$ cat src/sv/hamenc_pkg.sv
`default_nettype none

package hamenc_pkg;

  localparam int unsigned MSG_W  = 57;
  localparam int unsigned POS_W  = 63;
  localparam int unsigned CW_W   = 64;
  localparam int unsigned LEN_W  = 7;
  localparam int unsigned DLEN_W = 6;
  localparam int unsigned PAR_W  = 6;
  localparam int unsigned PCNT_W = 3;

  localparam logic CFG_DATA_LENGTH   = 1'b0;
  localparam logic CFG_EXTENDED_MODE = 1'b1;

  localparam logic [DLEN_W-1:0] DATA_LENGTH_RST   = 6'd4;
  localparam logic              EXTENDED_MODE_RST = 1'b0;

  typedef logic [POS_W-1:0] pos_word_t;

  // Data bits fill the positions that are not powers of two, lowest first.
  function automatic pos_word_t scatter(input logic [MSG_W-1:0] msg);
    pos_word_t   cw;
    logic [5:0]  dp;
    cw = '0;
    dp = '0;
    for (int pos = 1; pos <= POS_W; pos++) begin
      if ((pos & (pos - 1)) != 0) begin
        cw[pos-1] = msg[dp];
        dp        = dp + 6'd1;
      end
    end
    return cw;
  endfunction

  // Parity bit k covers every position whose 1-based index has bit k set.
  function automatic logic [PAR_W-1:0] parity_bits(input pos_word_t cw);
    logic [PAR_W-1:0] par;
    par = '0;
    for (int k = 0; k < PAR_W; k++) begin
      for (int j = 1; j <= POS_W; j++) begin
        if (((j >> k) & 1) != 0) begin
          par[k] = par[k] ^ cw[j-1];
        end
      end
    end
    return par;
  endfunction

  function automatic pos_word_t insert_parity(input pos_word_t cw,
                                              input logic [PAR_W-1:0] par);
    pos_word_t res;
    res = cw;
    for (int k = 0; k < PAR_W; k++) begin
      res[(1 << k) - 1] = par[k];
    end
    return res;
  endfunction

  function automatic logic [PCNT_W-1:0] parity_count(input logic [DLEN_W-1:0] m);
    logic [PCNT_W-1:0] p;
    if (m <= 6'd1) begin
      p = 3'd2;
    end else if (m <= 6'd4) begin
      p = 3'd3;
    end else if (m <= 6'd11) begin
      p = 3'd4;
    end else if (m <= 6'd26) begin
      p = 3'd5;
    end else begin
      p = 3'd6;
    end
    return p;
  endfunction

endpackage

`default_nettype wire

$ cat src/sv/hamming_encoder_variable_length_top.sv
// Channel  | Direction | Ports                                   | Handshake
// ---------+-----------+-----------------------------------------+--------------------
// input    | in        | message_word_i                          | start && !busy
// result   | out       | codeword_o, codeword_length_o           | done_o, one cycle
// config   | in        | cfg_index_i, cfg_data_i                 | cfg_we_i
//
// An accepted word passes through three register stages before done_o rises:
// length masking, data scatter and parity trees, then overall parity.
// A new word is accepted in every cycle; busy stays low.
// Reset clears the stage valid bits and restores the configuration defaults.
// The receiver cannot stall, so every result is shown for exactly one cycle.
`default_nettype none

module hamming_encoder_variable_length_top #(
  parameter int unsigned MAX_DATA_BITS = 57
) (
  input  wire logic                                clk_i,
  input  wire logic                                rst_ni,
  input  wire logic                                start,
  output logic                                     busy,
  input  wire logic [hamenc_pkg::MSG_W-1:0]        message_word_i,
  output logic                                     done_o,
  output logic      [hamenc_pkg::CW_W-1:0]         codeword_o,
  output logic      [hamenc_pkg::LEN_W-1:0]        codeword_length_o,
  input  wire logic                                cfg_we_i,
  input  wire logic                                cfg_index_i,
  input  wire logic [hamenc_pkg::DLEN_W-1:0]       cfg_data_i
);

  localparam int unsigned MSG_W  = hamenc_pkg::MSG_W;
  localparam int unsigned DLEN_W = hamenc_pkg::DLEN_W;
  localparam int unsigned LEN_W  = hamenc_pkg::LEN_W;

  logic [DLEN_W-1:0] data_length_q;
  logic              extended_mode_q;

  always_ff @(posedge clk_i or negedge rst_ni) begin
    if (!rst_ni) begin
      data_length_q   <= hamenc_pkg::DATA_LENGTH_RST;
      extended_mode_q <= hamenc_pkg::EXTENDED_MODE_RST;
    end else if (cfg_we_i) begin
      case (cfg_index_i)
        hamenc_pkg::CFG_DATA_LENGTH:   data_length_q   <= cfg_data_i;
        hamenc_pkg::CFG_EXTENDED_MODE: extended_mode_q <= cfg_data_i[0];
        default: ;
      endcase
    end
  end

  assign busy = 1'b0;

  logic                  accept;
  logic [DLEN_W-1:0]     m_eff;
  logic [MSG_W-1:0]      msg_mask;
  logic [DLEN_W-1:0]     n_d;

  assign accept = start && !busy;

  always_comb begin
    if (data_length_q == '0) begin
      m_eff = DLEN_W'(1);
    end else if (data_length_q > DLEN_W'(MAX_DATA_BITS)) begin
      m_eff = DLEN_W'(MAX_DATA_BITS);
    end else begin
      m_eff = data_length_q;
    end
    msg_mask = (MSG_W'(1) << m_eff) - MSG_W'(1);
    n_d      = m_eff + DLEN_W'(hamenc_pkg::parity_count(m_eff));
  end

  logic                  s1_valid_q;
  logic [MSG_W-1:0]      s1_msg_q;
  logic [DLEN_W-1:0]     s1_n_q;
  logic                  s1_ext_q;

  always_ff @(posedge clk_i or negedge rst_ni) begin
    if (!rst_ni) begin
      s1_valid_q <= 1'b0;
    end else begin
      s1_valid_q <= accept;
    end
  end

  always_ff @(posedge clk_i) begin
    if (accept) begin
      s1_msg_q <= message_word_i & msg_mask;
      s1_n_q   <= n_d;
      s1_ext_q <= extended_mode_q;
    end
  end

  hamenc_pkg::pos_word_t s1_scat;
  hamenc_pkg::pos_word_t s2_cw_d;

  always_comb begin
    s1_scat = hamenc_pkg::scatter(s1_msg_q);
    s2_cw_d = hamenc_pkg::insert_parity(s1_scat, hamenc_pkg::parity_bits(s1_scat));
  end

  logic                  s2_valid_q;
  hamenc_pkg::pos_word_t s2_cw_q;
  logic [DLEN_W-1:0]     s2_n_q;
  logic                  s2_ext_q;

  always_ff @(posedge clk_i or negedge rst_ni) begin
    if (!rst_ni) begin
      s2_valid_q <= 1'b0;
    end else begin
      s2_valid_q <= s1_valid_q;
    end
  end

  always_ff @(posedge clk_i) begin
    if (s1_valid_q) begin
      s2_cw_q  <= s2_cw_d;
      s2_n_q   <= s1_n_q;
      s2_ext_q <= s1_ext_q;
    end
  end

  logic                       overall;
  logic [hamenc_pkg::CW_W-1:0] cw_d;
  logic [LEN_W-1:0]           len_d;

  always_comb begin
    overall = ^s2_cw_q;
    if (s2_ext_q) begin
      cw_d = {s2_cw_q, overall};
    end else begin
      cw_d = {1'b0, s2_cw_q};
    end
    len_d = {1'b0, s2_n_q} + LEN_W'(s2_ext_q);
  end

  logic                        done_q;
  logic [hamenc_pkg::CW_W-1:0] codeword_q;
  logic [LEN_W-1:0]            codeword_length_q;

  always_ff @(posedge clk_i or negedge rst_ni) begin
    if (!rst_ni) begin
      done_q <= 1'b0;
    end else begin
      done_q <= s2_valid_q;
    end
  end

  always_ff @(posedge clk_i) begin
    if (s2_valid_q) begin
      codeword_q        <= cw_d;
      codeword_length_q <= len_d;
    end
  end

  assign done_o            = done_q;
  assign codeword_o        = codeword_q;
  assign codeword_length_o = codeword_length_q;

endmodule

`default_nettype wire
$ cat config.mk
export PLATFORM = sky130hd
export DESIGN_NAME = hamming_encoder_variable_length_top
export DESIGN_NICKNAME = d
export VERILOG_FILES = /design/src/sv/hamenc_pkg.sv /design/src/sv/hamming_encoder_variable_length_top.sv
export SDC_FILE = /design/constraint.sdc
export NUM_CORES = 1
export LEC_CHECK = 0
export BUFFER_PORTS_ARGS = -buffer_cell sky130_fd_sc_hd__buf_2
export CORE_ASPECT_RATIO = 0.6
export CORE_MARGIN = 4
export CORE_UTILIZATION = 33
export DETAILED_ROUTE_END_ITERATION = 10
export GPL_ROUTABILITY_DRIVEN = 1
export SLEW_MARGIN = 0
export SYNTH_ARGS = -nofsm -noshare
export SYNTH_HDL_FRONTEND = slang
export SYNTH_SLANG_ARGS = --single-unit
$ cat constraint.sdc
create_clock -name clk_i -period 4.8 [get_ports clk_i]
set_input_delay 0.48 -clock clk_i [delete_from_list [all_inputs] [get_ports clk_i]]
set_output_delay 0.48 -clock clk_i [all_outputs]
set_load 0.02 [all_outputs]
==> run metrics, run 1 <==
Max IR drop VDD 0.000218 V; Max-Cap Viols 0; WL/cell 22.0 um; GRT Util Overall 16.3%; Achievable Freq 297 MHz; Rows 49; Post-Route Setup TNS 0 ns; initial cell density of the core 33.9%; Register Area 6410 um^2; initial drt markers 454; r2r endpoint s1_n_q[5]; CP Class flop to flop; Slew Viols, Final 0; final instance area 12200 um^2; worst skew pair latency 0.52 ns; total gr overflow 0; Synth Area in Compound Gates 5.18%; Clock Skew 0.0160 ns; drt total wl 28400 um; Power Dens Cells 487 nW/um^2; Reg clk slew, reported paths 0.06 ns; Distinct cells, synth 50; placed wire-length estimate 21600 um; fin crit share 70.0%; post-synthesis async set-or-reset flop share 4.65%; CTS sink cnt 215; Chip Width 236 um; main combinational cell family by area after synthesis XOR/XNOR gates; Cell Count Post-Placement 1252; first-pass GRT wire length 42300 um; footprint of the multi-input gates 3780 um^2; Mapped Cells 727; Final Setup Violations 0; syn_nets 802; Worst Path Max Fanout 20; Setup crit end kind flop; startpoint types flop; share of cells above drive strength 1 28.4%; RR Startpoint data_length_q[1]; input/output buffers 139; CTS tree done; CTS Buf Count 22; leak pwr 0.00445 uW; critical path launch point data_length_q[1]; # IOs 141; drt pass-1 iters 5; part of the Yosys area used for sequential elements 62.1%; initial antenna violation count 0; EDFF count, synth 205; vias in the first global route 6264; die area 34300 um^2; Most used DFF post-synth edfxtp_1; vias 6158; CTS max path bufs 3; CP Capture Point s1_n_q[5]; htree depth 1; status completed; Slew @ Worst Pin 0.899 ns; Post-Synth XOR/XNOR Area 16.3%; vias per cell 4.77; post-route insts no fill 1291; synth-to-layout area growth 18.0%; Worst Path Required 5.06 ns; # DRC 0; Slew headroom 40.1%; Synth Area per Inst 14.2 um^2; R2R setup slack 1.44 ns; antenna viol nets, final 0; core box area 30400 um^2; Die Span Y 145 um; CTS root buf clkbuf_16; WP data arrival 3.63 ns; FF-to-FF path depth 8; Layout fillers 2963; Adder-Cell Fraction of Synth Area 0.921%; Post-Synth Simple-Gate Area 6.54%; ANT cells 0; synthesis-stage register bit count 215; RSZ-0062 raised after global routing no; mapped cell area 10300 um^2; Cell Area, Placed 11500 um^2; min cycle time layout 3.36 ns; nets@finish 944; gpl congestion 0.871; post-synthesis mux area share 7.56%; Final Hold Vio Count 0; pin count of the biggest net entering global routing 66; min-delay worst type primary input to flop; Synth warnings 0
cells by family (layout without fill, tap and decap cells):
logic type               count (synthesis)  after routing
AO/OA/AOI/OAI                           82             82
XOR/XNOR                               180            180
adder cells (fa/ha/maj)                  7              7
buffers and inverters                   35            191
flip-flops                             215            215
multiplexers                            69             69
other                                    2              2
AND/OR/NAND/NOR                        137            137
cell usage after synthesis, drive strengths merged, types with 3 or more instances:
master,number,area (um^2)
nand4,3,18.8
ha,6,75.1
mux2,69,781
nor2b,12,75.1
buf,3,15.0
inv,3,11.3
o21a,7,52.6
and2,20,125
nor3,6,30.0
xnor3,7,158
xor2,29,254
nand2,34,128
a21oi,17,85.1
a21boi,16,120
a21o,3,22.5
o21ai,20,100
clkbuf,28,105
or2,3,18.8
nand3,7,35.0
dfrtp,9,225
and3,9,56.3
xnor2,144,1280
nor2,33,124
nand2b,5,31.3
a31oi,3,18.8
edfxtp,205,6160
cell usage in the layout (no fill, tap or decap), types with 5 or more instances in the layout:
master     count
nor2_1        33
xnor3_1        7
a21oi_1       17
o21a_1         7
and2_1        20
buf_2        139
ha_1           6
buf_4          9
nand2_1       34
a21boi_0      15
mux2_2        68
dfrtp_1        7
edfxtp_1     205
xnor2_1      142
xor2_1        29
nor2b_1       12
o21ai_0       19
clkbuf_16     23
nand2b_1       5
clkinv_1       9
nand3_1        7
nor3_1         6
and3_1         9
metal layers:
layer	wire length, um	up-vias	GRT usage [%]	part of all wire [%]
met5	0	-	0	0
met3	1900	25	4.00	6.7
met4	344	0	2.27	1.2
met2	11200	213	22.2	39
met1	15000	3025	26.6	53
li1	-	2895	-	-
timing repair:
item                      CTS  global route
buffers inserted            0             0
resized for setup           0             0
hold buffers                1             0
hold endpoints to repair    9             0
per-stage QoR:
step	power [uW]	utilization [%]	worst slack (ns)	hold slack [ns]
2_1_floorplan	3790	-	2.02	0.184
3_3_place_gp	4270	37.8	1.60	0.352
3_5_place_dp	4270	37.8	1.50	0.356
4_1_cts	5990	40.1	1.48	0.141
5_1_grt	6240	40.1	1.21	0.138
6_report	5930	40.1	1.44	0.155
worst min path at each step:
stage	depth (start not counted)	start	endpoint
finish	1	message_word_i[0]	s1_msg_q[0]
global route	1	message_word_i[0]	s1_msg_q[0]
CTS	1	message_word_i[0]	s1_msg_q[0]
detailed placement	1	rst_ni	data_length_q[3]
global placement	1	rst_ni	data_length_q[3]
floorplan	0	rst_ni	data_length_q[0]
power breakdown:
| group | internal, uW | switching (uW) | leakage [uW] |
|---|---|---|---|
| combinational | 837 | 821 | 0.00195 |
| sequential | 2370 | 193 | 0.00216 |
| clock | 978 | 728 | 0.000334 |
| total | 4190 | 1740 | 0.00445 |
area by class of cell:
type / count / share of cell area (%)
well taps: 408 / 4.19
clock inverters: 12 / 0.893
multi-input cells: 477 / 31.0
flip-flops and latches: 215 / 52.6
inverters: 4 / 0.123
clock buffers: 26 / 4.82
repair buffers: 149 / 6.35
worst max-delay path, stage by stage, from the launching register on:
cell and delay, ns:
dfrtp_1 0.77, nor3b_1 0.77, nor2_1 0.25, a221o_1 0.40, ha_1 0.29, a21o_1 0.17
a21oi_1 0.23, nor2_1 0.08, xor2_1 0.14
flip-flops by register name, summed over array words and instances (netlist names):
register	cells
s2_n_q	6
s1_n_q	6
data_length_q	6
s1_valid_q	1
s1_msg_q	57
s2_ext_q	1
done_o	1
extended_mode_q	1
s1_ext_q	1
s2_cw_q	63
s2_valid_q	1
codeword_length_o	7
codeword_o	64
Note: power is estimated with default switching activity, not from simulation.
==> inputs of run 2 (changes only) <==
==> constraint.sdc (replaced) <==
create_clock -name clk_i -period 3.22 [get_ports clk_i]
set_input_delay 0.322 -clock clk_i [delete_from_list [all_inputs] [get_ports clk_i]]
set_output_delay 0.322 -clock clk_i [all_outputs]
set_load 0.02 [all_outputs]
==> run 2 against run 1 <==
  * Clock power rose by 60%
  * Core utilization increased by 0.80 points
  * Wire length shrank 0.25%
  * Critical path depth up 2
  * Clock skew grew 0.00064 ns
  * Cell area is 2.0% higher
  * First-iteration DRC count grew 30%
  * Critical path type unchanged
==> run metrics, run 2 (synthesis results as in run 1) <==
Layout fillers 2907; pin count of the biggest net entering global routing 66; met3 GRT Util 4.12%; GRT met1 Usage 26.9%; min cycle time layout 2.80 ns; first-pass GRT wire length 42100 um; Power Dens Cells 729 nW/um^2; Achievable Freq 358 MHz; vias per cell 4.79; fin crit share 86.9%; dpl ws 0.430 ns; Post CTS Setup Buffer Count 0; nets@finish 959; commonest non-fill, non-tap cell in the layout edfxtp_1; CTS root buf clkbuf_16; core box area 30400 um^2; vias 6269; gpl congestion 0.896; startpoint types flop; leak pwr 0.00459 uW; drt pass-1 iters 6; CP Class flop to flop; CTS Buf Count 22; Worst Path Required 3.49 ns; CTS sink cnt 215; Max IR drop VDD 0.000355 V; worst skew pair latency 0.53 ns; Final Hold Vio Count 0; commonest cells after routing, fill and taps aside edfxtp_1, xnor2_1, buf_2; Setup crit end kind flop; ANT cells 0; drt total wl 28300 um; Clock Skew 0.0167 ns; input/output buffers 139; Slew headroom 39.9%; Slew @ Worst Pin 0.902 ns; placed wire-length estimate 21500 um; share of cells above drive strength 1 30.1%; Final Setup Violations 0; antenna viol nets, final 0; max reg flops 64; WP data arrival 3.07 ns; Chip Width 236 um; GRT Util Overall 16.3%; Register Area 6410 um^2; footprint of the multi-input gates 3780 um^2; total gr overflow 0; final instance area 12400 um^2; status completed; # DRC 0; Cell Area, Placed 11600 um^2; Post-Route Setup TNS 0 ns; htree depth 1; die area 34300 um^2; WL/cell 21.7 um; CTS max path bufs 3; synth-to-layout area growth 20.4%; global routing usage on met2 21.7%; GRT busiest layer met1; # IOs 141; initial drt markers 589; Worst Path Max Fanout 20; CTS tree done; Reg clk slew, reported paths 0.06 ns; Die Span Y 145 um; initial cell density of the core 33.9%; Slew Viols, Final 0; vias in the first global route 6198; Max-Cap Viols 0; RSZ-0062 raised after global routing no; Rows 49; Final WS setup 0.423 ns; initial antenna violation count 1; min-delay worst type primary input to flop
[run 2: metrics by stage]
step | cells | hold slack [ns] | util (%) | power, uW
floorplan | 727 | 0.0264 | - | 5660
global placement | 1265 | 0.195 | 38.3 | 6420
detailed placement | 1265 | 0.192 | 38.3 | 6380
CTS | 1308 | 0.0172 | 40.9 | 9140
global route | 1308 | 0.0270 | 40.9 | 9540
finish | 1308 | 0.0270 | 40.9 | 9060
[run 2: routing by layer]
layer / wire length, um / vias to the layer above
met4: 380 / 0
met2: 11000 / 237
li1: - / 2928
met3: 2180 / 27
met1: 14700 / 3077
met5: 0 / -
[run 2: final cells by class]
| type | count | share of cell area [%] |
|---|---|---|
| inverter | 4 | 0.121 |
| timing repair buffer | 164 | 7.67 |
| tap | 408 | 4.11 |
| clock buffer | 27 | 4.75 |
| sequential | 215 | 51.6 |
| clock inverter | 13 | 1.36 |
| multi-input combinational | 477 | 30.4 |
[run 2: timing repair]
item	4_1_cts	5_1_grt
hold buffers	3	0
resized for setup	0	0
hold endpoints to repair	12	0
[run 2: path summary, 6_finish.rpt]
kind	from	endpoint	slack (ns)	cells after the start
max	data_length_q[2]	s1_n_q[4]	0.42	10
min	cfg_data_i[2]	data_length_q[2]	0.03	3
max reg2reg	data_length_q[2]	s1_n_q[4]	0.42	10
min reg2reg	s1_ext_q	s2_ext_q	0.42	0
max in group asynchronous	rst_ni	data_length_q[2]	2.79	2
min in group asynchronous	rst_ni	data_length_q[3]	0.18	2
[run 2: power breakdown]
| part | switching, uW | internal, uW | total [uW] | leakage [uW] |
|---|---|---|---|---|
| registers | 266 | 3540 | 3800 | 0.00216 |
| logic | 1240 | 1290 | 2530 | 0.00205 |
| clock network | 1100 | 1630 | 2730 | 0.000372 |
| total | 2600 | 6460 | 9060 | 0.00459 |
[run 2: critical path, cell delays in order (launching register included)]
cell and delay, ns:
dfstp_2 0.76, nor2_1 0.14, nor2_1 0.36, o22ai_1 0.15, a21oi_1 0.14, nor2_1 0.05
ha_1 0.22, fa_1 0.41, a21oi_1 0.14, nor2b_1 0.07, xnor2_1 0.11
